===== config.mk =====
export PLATFORM = sky130hd
export DESIGN_NAME = frame_bitmap_allocator
export DESIGN_NICKNAME = d
export VERILOG_FILES = /design/src/rtl/core/fba_pkg.sv /design/src/rtl/core/frame_bitmap_allocator.sv /design/src/rtl/core/fba_bitmap_ram.sv /design/src/rtl/core/fba_engine.sv
export SDC_FILE = /design/constraint.sdc
export NUM_CORES = 2
export LEC_CHECK = 0
export BUFFER_PORTS_ARGS = -buffer_cell sky130_fd_sc_hd__buf_4
export CORE_AREA = 2 2 392 394
export DETAILED_ROUTE_END_ITERATION = 6
export DIE_AREA = 0 0 394 396
export MAX_ROUTING_LAYER = met4
export PLACE_DENSITY = 0.44
export SLEW_MARGIN = 5
export SYNTH_ARGS = -nofsm -noshare
export SYNTH_HDL_FRONTEND = slang
export SYNTH_HIERARCHICAL = 1
export SYNTH_SLANG_ARGS = --single-unit

===== constraint.sdc =====
create_clock -name clk -period 6.4 [get_ports clk]
set_input_delay 1.28 -clock clk [delete_from_list [all_inputs] [get_ports clk]]
set_output_delay 1.28 -clock clk [all_outputs]
set_load 0.05 [all_outputs]

===== src/rtl/core/fba_pkg.sv =====
// Shared constants and types for the frame bitmap allocator.
// Used by the bitmap RAM, the scan engine and the top level; no dependencies.
package fba_pkg;

    // Bitmap geometry.
    localparam int NUM_FRAMES = 1024;
    localparam int WORD_BITS  = 16;
    localparam int NUM_WORDS  = NUM_FRAMES / WORD_BITS;
    localparam int ADDR_W     = $clog2(NUM_WORDS);
    localparam int OFF_W      = $clog2(WORD_BITS);
    localparam int FRAME_W    = $clog2(NUM_FRAMES);
    localparam int CNT_W      = $clog2(NUM_WORDS + 1);

    // Width of the range bounds on the command port.
    localparam int RANGE_W    = 11;
    localparam int ACTION_W   = 2;

    // Frame 0 of a word sits in its top bit.
    localparam logic [WORD_BITS-1:0] TOP_BIT = {1'b1, {(WORD_BITS-1){1'b0}}};

    // Command codes; the remaining code leaves the bitmap alone.
    typedef enum logic [ACTION_W-1:0] {
        ACT_REPLACE = 2'd0,
        ACT_ADD     = 2'd1,
        ACT_ALLOC   = 2'd2
    } action_t;

    // Request from the engine to the bitmap RAM.
    typedef struct packed {
        logic                 rd_en;
        logic [ADDR_W-1:0]    rd_addr;
        logic                 wr_en;
        logic [ADDR_W-1:0]    wr_addr;
        logic [WORD_BITS-1:0] wr_data;
    } fba_mem_req_t;

endpackage


===== src/rtl/core/frame_bitmap_allocator.sv =====
// A range command sweeps every bitmap word before done; an allocation stops at the first
// word with a free frame, or after the last word; an unknown command changes nothing.
// The bitmap RAM is read and written once a cycle, one word each.
// One command at a time: busy drops in the cycle that done is high, so a new command
// may be accepted there. The receiver cannot stall; each result shows for one cycle.
// Reset (rst_n, asynchronous, active low) leaves every frame in use.
module frame_bitmap_allocator
    import fba_pkg::*;
(
    input  logic                clk,
    input  logic                rst_n,
    input  logic                start,
    input  logic [ACTION_W-1:0] action,
    input  logic [RANGE_W-1:0]  range_start,
    input  logic [RANGE_W-1:0]  range_end,
    output logic                busy,
    output logic                done,
    output logic [FRAME_W-1:0]  frame_index,
    output logic                found
);

    fba_mem_req_t         mem_req;
    logic [WORD_BITS-1:0] rd_data;

    // Command sequencer.
    fba_engine u_engine (
        .clk         (clk),
        .rst_n       (rst_n),
        .start       (start),
        .action      (action),
        .range_start (range_start),
        .range_end   (range_end),
        .busy        (busy),
        .done        (done),
        .frame_index (frame_index),
        .found       (found),
        .mem_req     (mem_req),
        .rd_data     (rd_data)
    );

    // Free-frame bitmap.
    fba_bitmap_ram u_ram (
        .clk     (clk),
        .rst_n   (rst_n),
        .req     (mem_req),
        .rd_data (rd_data)
    );

endmodule


===== src/rtl/core/fba_bitmap_ram.sv =====
// Free-frame bitmap storage: one synchronous RAM word per 16 frames.
// Depends on fba_pkg. Per-word valid bits make unwritten words read as zero.
module fba_bitmap_ram
    import fba_pkg::*;
(
    input  logic                 clk,
    input  logic                 rst_n,
    input  fba_mem_req_t         req,
    output logic [WORD_BITS-1:0] rd_data
);

    logic [WORD_BITS-1:0] mem_reg [NUM_WORDS];
    logic [NUM_WORDS-1:0] valid_reg;
    logic [WORD_BITS-1:0] rd_word_reg;
    logic                 rd_hit_reg;

    // Storage array: one write port and one registered read port.
    always_ff @(posedge clk)
    begin
        if (req.wr_en)
        begin
            mem_reg[req.wr_addr] <= req.wr_data;
        end
        if (req.rd_en)
        begin
            rd_word_reg <= mem_reg[req.rd_addr];
        end
    end

    // Valid bits: cleared at reset, set by the first write of a word.
    always_ff @(posedge clk or negedge rst_n)
    begin
        if (!rst_n)
        begin
            valid_reg  <= '0;
            rd_hit_reg <= 1'b0;
        end
        else
        begin
            if (req.wr_en)
            begin
                valid_reg[req.wr_addr] <= 1'b1;
            end
            if (req.rd_en)
            begin
                rd_hit_reg <= valid_reg[req.rd_addr];
            end
        end
    end

    // A word never written holds no free frames.
    assign rd_data = rd_hit_reg ? rd_word_reg : '0;

endmodule


===== src/rtl/core/fba_engine.sv =====
// Command sequencer: sweeps the bitmap for range updates and scans it for allocation.
// Depends on fba_pkg; drives the bitmap RAM through an fba_mem_req_t request.
module fba_engine
    import fba_pkg::*;
(
    input  logic                 clk,
    input  logic                 rst_n,
    input  logic                 start,
    input  logic [ACTION_W-1:0]  action,
    input  logic [RANGE_W-1:0]   range_start,
    input  logic [RANGE_W-1:0]   range_end,
    output logic                 busy,
    output logic                 done,
    output logic [FRAME_W-1:0]   frame_index,
    output logic                 found,
    output fba_mem_req_t         mem_req,
    input  logic [WORD_BITS-1:0] rd_data
);

    typedef enum logic {
        ST_IDLE,
        ST_RUN
    } state_t;

    state_t               state_reg, state_next;
    logic [ACTION_W-1:0]  act_reg, act_next;
    logic [RANGE_W-1:0]   first_reg, first_next;
    logic [RANGE_W-1:0]   last_reg, last_next;
    logic [CNT_W-1:0]     issue_cnt_reg, issue_cnt_next;
    logic                 pend_valid_reg, pend_valid_next;
    logic [ADDR_W-1:0]    pend_addr_reg, pend_addr_next;
    logic                 done_reg, done_next;
    logic [FRAME_W-1:0]   frame_index_reg, frame_index_next;
    logic                 found_reg, found_next;

    logic [WORD_BITS-1:0] range_mask;
    logic [WORD_BITS-1:0] merged_word;
    logic [WORD_BITS-1:0] cleared_word;
    logic                 word_hit;
    logic [OFF_W-1:0]     hit_off;
    logic                 last_word;

    // Frames of the returned word that fall inside [first, last).
    always_comb
    begin
        for (int j = 0; j < WORD_BITS; j++)
        begin
            range_mask[j] =
                (RANGE_W'({pend_addr_reg, OFF_W'(WORD_BITS - 1 - j)}) >= first_reg) &&
                (RANGE_W'({pend_addr_reg, OFF_W'(WORD_BITS - 1 - j)}) < last_reg);
        end
    end

    // Replace mode drops the old contents; add mode keeps them.
    assign merged_word = ((act_reg == ACT_ADD) ? rd_data : '0) | range_mask;

    // Lowest-numbered free frame of the returned word (highest set bit).
    always_comb
    begin
        word_hit = 1'b0;
        hit_off  = '0;
        for (int k = WORD_BITS - 1; k >= 0; k--)
        begin
            if (rd_data[WORD_BITS - 1 - k])
            begin
                word_hit = 1'b1;
                hit_off  = OFF_W'(k);
            end
        end
    end

    assign cleared_word = rd_data & ~(TOP_BIT >> hit_off);
    assign last_word    = (pend_addr_reg == ADDR_W'(NUM_WORDS - 1));

    // Next-state logic: one read issued and one returned word handled per cycle.
    always_comb
    begin
        state_next       = state_reg;
        act_next         = act_reg;
        first_next       = first_reg;
        last_next        = last_reg;
        issue_cnt_next   = issue_cnt_reg;
        pend_valid_next  = 1'b0;
        pend_addr_next   = pend_addr_reg;
        done_next        = 1'b0;
        frame_index_next = '0;
        found_next       = 1'b0;
        mem_req          = '0;

        case (state_reg)
            ST_IDLE:
            begin
                if (start)
                begin
                    act_next       = action;
                    first_next     = range_start;
                    last_next      = range_end;
                    issue_cnt_next = '0;
                    if (action == ACT_REPLACE || action == ACT_ADD || action == ACT_ALLOC)
                    begin
                        state_next = ST_RUN;
                    end
                    else
                    begin
                        // Unknown command: report at once with nothing changed.
                        done_next = 1'b1;
                    end
                end
            end

            ST_RUN:
            begin
                // Read side: walk the words in order.
                if (issue_cnt_reg < CNT_W'(NUM_WORDS))
                begin
                    mem_req.rd_en   = 1'b1;
                    mem_req.rd_addr = issue_cnt_reg[ADDR_W-1:0];
                    issue_cnt_next  = issue_cnt_reg + 1'b1;
                    pend_valid_next = 1'b1;
                    pend_addr_next  = issue_cnt_reg[ADDR_W-1:0];
                end

                // Modify and store the previous cycle's word unless alloc misses.
                if (pend_valid_reg)
                begin
                    if (act_reg == ACT_ALLOC)
                    begin
                        if (word_hit)
                        begin
                            mem_req.wr_en    = 1'b1;
                            mem_req.wr_addr  = pend_addr_reg;
                            mem_req.wr_data  = cleared_word;
                            frame_index_next = {pend_addr_reg, hit_off};
                            found_next       = 1'b1;
                            done_next        = 1'b1;
                            pend_valid_next  = 1'b0;
                            state_next       = ST_IDLE;
                        end
                        else if (last_word)
                        begin
                            done_next       = 1'b1;
                            pend_valid_next = 1'b0;
                            state_next      = ST_IDLE;
                        end
                    end
                    else
                    begin
                        mem_req.wr_en   = 1'b1;
                        mem_req.wr_addr = pend_addr_reg;
                        mem_req.wr_data = merged_word;
                        if (last_word)
                        begin
                            done_next       = 1'b1;
                            pend_valid_next = 1'b0;
                            state_next      = ST_IDLE;
                        end
                    end
                end
            end

            default:
            begin
                state_next = ST_IDLE;
            end
        endcase
    end

    // State and registered outputs.
    always_ff @(posedge clk or negedge rst_n)
    begin
        if (!rst_n)
        begin
            state_reg       <= ST_IDLE;
            issue_cnt_reg   <= '0;
            pend_valid_reg  <= 1'b0;
            done_reg        <= 1'b0;
            found_reg       <= 1'b0;
            frame_index_reg <= '0;
        end
        else
        begin
            state_reg       <= state_next;
            issue_cnt_reg   <= issue_cnt_next;
            pend_valid_reg  <= pend_valid_next;
            done_reg        <= done_next;
            found_reg       <= found_next;
            frame_index_reg <= frame_index_next;
        end
    end

    // Command payload and pipeline address hold no control meaning.
    always_ff @(posedge clk)
    begin
        act_reg       <= act_next;
        first_reg     <= first_next;
        last_reg      <= last_next;
        pend_addr_reg <= pend_addr_next;
    end

    assign busy        = (state_reg != ST_IDLE);
    assign done        = done_reg;
    assign frame_index = frame_index_reg;
    assign found       = found_reg;

endmodule

# Word level (Yosys, flattened, before mapping)
# Memory sizes are Yosys's and may differ from the RTL's. A register that Yosys moved wholly into a read port is not among the register bits.
# Cells that the tools add are included.
dict set report op_classes {
  n_reduce_logical 23
  n_bitwise 5
  n_eq_ne 7
  mux 76
  order_cmp 36
  addsub 1
  shifts 1
}
# cell n
set ops {}
lappend ops {{10-bit by 11-bit greater-or-equal comparator with 1-bit output} 16}
lappend ops {{10-bit by 11-bit less-than comparator with 1-bit output} 16}
lappend ops {{23-bit two-way mux} 3}
lappend ops {{4-bit two-way mux} 16}
lappend ops {{64-bit bitwise OR} 1}
lappend ops {{1-bit two-way mux} 42}
lappend ops {{10-bit two-way mux} 4}
lappend ops {{16-bit two-way mux} 2}
lappend ops {{30-bit two-way mux} 1}
lappend ops {{7-bit two-way mux} 3}
lappend ops {{1-bit logical AND} 17}
lappend ops {{16-bit AND} 1}
lappend ops {{16-bit NOT} 1}
lappend ops {{16-bit bitwise OR} 1}
lappend ops {{16-bit by 4-bit right shift with 16-bit output (first input constant)} 1}
lappend ops {{6-bit by 7-bit less-than comparator with 1-bit output (second input constant)} 2}
lappend ops {{7-bit one-hot mux with 2 select lines} 1}
lappend ops {{7-bit by 1-bit adder with 7-bit output (second input constant)} 1}
lappend ops {{7-bit less-than comparator (second input constant)} 1}
lappend ops {{1-bit binary-select mux with 6-bit select} 1}
lappend ops {{1-bit demux with 6-bit select} 1}
lappend ops {{6-bit equality test (second input constant)} 1}
lappend ops {{6-bit by 1-bit greater-or-equal comparator with 1-bit output (second input constant)} 1}
lappend ops {{2-bit AND reduction} 3}
lappend ops {{7 further kinds} 12}
dict set report totals {
  word_cells 162
  inputBits 27
  output_inout_bits 13
  ramBits 1024
  ff_bits 116
  mem_count 1
}
# name words word_bits read_ports rd_ports_with_merged_regs wr line_no
set mem_list {}
lappend mem_list {u_ram.mem_reg 64 16 1 1 1 fba_bitmap_ram.sv:12} ;# logic [WORD_BITS-1:0] mem_reg [NUM_WORDS];

# Logic depth before layout (Yosys ltp)
dict set report depth {
  word_depth 29
  depth_mapped 12
  mapped_depth_nobuf 10
}

# Hierarchy
# The synthesis kept the hierarchy.
# mod area_each_um2 seq_area_each_um2 cells_each n_inst
set modules_own_cells {}
lappend modules_own_cells {fba_bitmap_ram 42165.4 32856.5 1941 1}
lappend modules_own_cells {fba_engine 3098.0 1426.4 332 1}

# Worst setup path after synthesis
# OpenSTA, ideal clock, no wires.
dict set report synth_path {
  kind {register to register}
  startpoint {reg u_engine.pend_addr_reg[4]}
  endpoint {mem u_ram.mem_reg[0][12], data pin}
  stages_incl_launch_ff 9
  arrival_ps 4252
  slack_ps 1447
  t_required_ps 5698
  synth_period_minus_slack_ps 4953
  cell_sequence {edfxtp_1 > ha_1 > a21o_1 > a21oi_1 > nor2_1 > nor3_1 > clkbuf_1 > nand2_1 > o21ai_0}
}
# element line_no
set synth_lines {}
lappend synth_lines {{start: declaration} fba_engine.sv:31} ;# logic [ADDR_W-1:0] pend_addr_reg, pend_addr_next;
lappend synth_lines {{start signal: assignment} fba_engine.sv:197} ;# pend_addr_reg <= pend_addr_next;
lappend synth_lines {{end: declaration} fba_bitmap_ram.sv:12}

==> impl_metrics.py <==
metrics = {
    "grt": {
        "grt_pass1_vias": 24200,
        "grt_usage_pct": 17.1,
        "grt_first_pass_wirelength_mm": 184,
        "grt_max_degree": 66,
        "antenna_found_initial": 14,
        "grt-ovfl-total": 0,
    },
    "pwr": {
        "cellLeakagePower_nw": 14.2,
        "power_w": 0.0156,
        "powerDensity_nw_per_um2": 294,
        "ir_worst_vdd_mv": 0.214,
    },
    "synthesis": {
        "ys_types": 61,
        "synth-edff-count": 1070,
        "synthFlopType": "edfxtp_1",
        "synth_nets": 2315,
        "ys_seq_area_share_pct": 75.7,
        "synth_area_um2": 45300,
        "synthArstFlopShare_pct": 7.44,
        "syn_inst": 2273,
        "ys_ff_latch": 1156,
        "avgSynthCellArea_um2": 19.9,
        "yosysWarnings": 6,
    },
    "worst_setup_path": {
        "path_class": "reg -> reg",
        "r2r_cells": 8,
        "cp_slowest_cell": "nor2_2",
        "crit_buf_inv": 0,
        "cp.depth": 8,
        "critPathRequiredTime_ps": 6750,
        "cp.arrival_ps": 4790,
        "cpPeakStageDelay_ps": 920,
        "critPathTopFamily": "simple AND/OR/NAND/NOR gates",
        "cp_max_fo": 17,
        "critPathLaunch": "u_ram/rd_hit_reg",
        "crit_top_cell": "and2_1",
        "cp_cell_sequence": "and2_1 > or4_1 > nor4_4 > a21oi_1 > and2_1 > nor2b_1 > nand2_1 > nor2_2",
        "r2r-start": "u_ram/rd_hit_reg",
        "endpoint_kind": "register",
        "setup.worst_path.start_class": "register",
    },
    "timing": {
        "max-slew-margin-rel_pct": 8.54,
        "finalCritPeriodShare_pct": 69.5,
        "slew_violations": 0,
        "finalHoldViolCount": 0,
        "clock_skew_ps": 23.9,
        "rsz0062_at_grt": "false",
        "finalSetupViolations": 0,
        "max_freq_ghz": 0.225,
        "final.min_clock_period_ps": 4440,
        "worst_pin_slew_ps": 1370,
        "finalSetupTns_ps": 0,
    },
    "placement": {
        "hpwl_mm": 80.3,
        "placed_cell_area_um2": 48600,
        "port_buffers": 39,
        "gp_congestion": 0.886,
    },
    "detailed_routing": {
        "wl_mm": 129,
        "vias": 23200,
        "wl_per_cell_um": 28.2,
        "vias_per_cell": 5.06,
        "drt-initial-drc-count": 2184,
        "firstDrtPassIters": 5,
        "route.detailed.drc": 0,
        "postRouteAntennaNets": 0,
    },
    "finish": {
        "fill_cells": 14200,
        "largest_reg_flops": 1024,
        "fin_area_um2": 52900,
        "postLayoutCoreUtil_pct": 34.9,
        "area_delta_synth_final_pct": 16.8,
        "regArea_um2": 34300,
        "layout.nets": 2486,
        "mostFrequentLayoutCells": "edfxtp_1 (1,070), mux4_2 (264), buf_4 (152)",
        "final_common_cell": "edfxtp_1",
        "multi_input_area_um2": 10500,
        "layout-drive-gt1-share_pct": 27.9,
    },
    "job": {
        "maxCapViolCount": 0,
    },
    "die": {
        "die_h_um": 396,
        "num_rows": 143,
        "die_x_um": 394,
        "pin_count": 40,
        "start_util_pct": 29.9,
        "core_um2": 152000,
        "die_area_um2": 156000,
    },
    "cts": {
        "htree_levels": 4,
        "ctsHoldBuffers": 0,
        "clkLatencyLatePin_ps": 740,
        "cts.sinks": 1156,
        "ctsResizeCount": 0,
        "cts_made_buffers": 130,
        "cts_root_buffer": "clkbuf_16",
        "clk_pin_slew_ps": 60,
        "clockBufferDepth": 3,
        "cts_tree": "yes",
        "post_cts_buffers": 0,
    },
    "worst_hold_path": {
        "min_path_type": "in -> async",
    },
    "outcome": {
        "status": "completed",
    },
}
==> cells by family (layout without fill, tap and decap cells) <==
kind of cell	count (synthesis)	in the layout	synth area share, %
AO/OA/AOI/OAI	256	256	3.84
buffers and inverters	144	417	1.51
other	0	2	0
multiplexers	281	281	13.5
flip-flops	1156	1156	75.7
AND/OR/NAND/NOR	419	419	4.93
adder cells (fa/ha/maj)	15	15	0.415
XOR/XNOR	2	2	0.0387
==> cells in the mapped netlist, types with 14 or more instances <==
| library cell | n | share of area, % |
|---|---|---|
| buf_1 | 14 | 0.12 |
| buf_4 | 14 | 0.23 |
| o21ai_0 | 32 | 0.35 |
| nand3_1 | 56 | 0.62 |
| and2_1 | 32 | 0.44 |
| dfrtp_1 | 86 | 4.8 |
| inv_1 | 24 | 0.20 |
| ha_1 | 15 | 0.41 |
| nand4_1 | 24 | 0.33 |
| nor2_1 | 97 | 0.80 |
| a21oi_1 | 57 | 0.63 |
| or2_2 | 66 | 0.91 |
| nor2b_1 | 16 | 0.22 |
| mux4_2 | 264 | 13 |
| nand2_1 | 59 | 0.49 |
| clkbuf_1 | 59 | 0.49 |
| a22oi_1 | 116 | 1.9 |
| buf_2 | 25 | 0.28 |
| edfxtp_1 | 1070 | 71 |
==> per-layer routing <==
| metal | up-vias | global-route usage (%) | wire length, µm |
|---|---|---|---|
| li1 | 9729 | - | - |
| met1 | 12600 | 22.5 | 56800 |
| met2 | 714 | 27.2 | 62500 |
| met3 | 153 | 2.98 | 6800 |
| met4 | 0 | 4.74 | 2930 |
| met5 | - | - | 0 |
==> area by class of cell <==
class	count	share of cell area (%)
clock inverters	66	1.44
clock buffers	168	6.56
well taps	2030	4.80
inverters	24	0.170
repair buffers	159	2.42
multi-input cells	973	19.8
flip-flops and latches	1156	64.8
diodes	2	0.00946
==> final timing paths <==
check                                           to  slack, ps
setup reg to reg              u_ram/mem_reg[58][7]       1960
setup / recovery              u_ram/mem_reg[58][7]       1960
hold reg to reg                u_ram/valid_reg[11]        460
hold / removal             u_engine/frame_index[4]        440
min in group clk               u_ram/valid_reg[11]        460
max in group asynchronous      u_ram/valid_reg[45]       4620
==> where the power goes <==
group          switching (W)  leakage [nW]  internal (W)
logic              0.0000165          3.54     0.0000111
registers         0.00000102          8.59       0.00814
clock network        0.00298          2.04       0.00441
total                0.00299          14.2        0.0126
==> through the flow <==
step / hold slack [ps] / worst slack [ps] / instances
floorplan: 433 / 1450 / 2273
global placement: 446 / 2140 / 4342
detailed placement: 450 / 2060 / 4342
CTS: 400 / 2050 / 4576
global route: 431 / 1750 / 4577
finish: 443 / 1960 / 4578
Note: power is estimated with default switching activity, not from simulation.
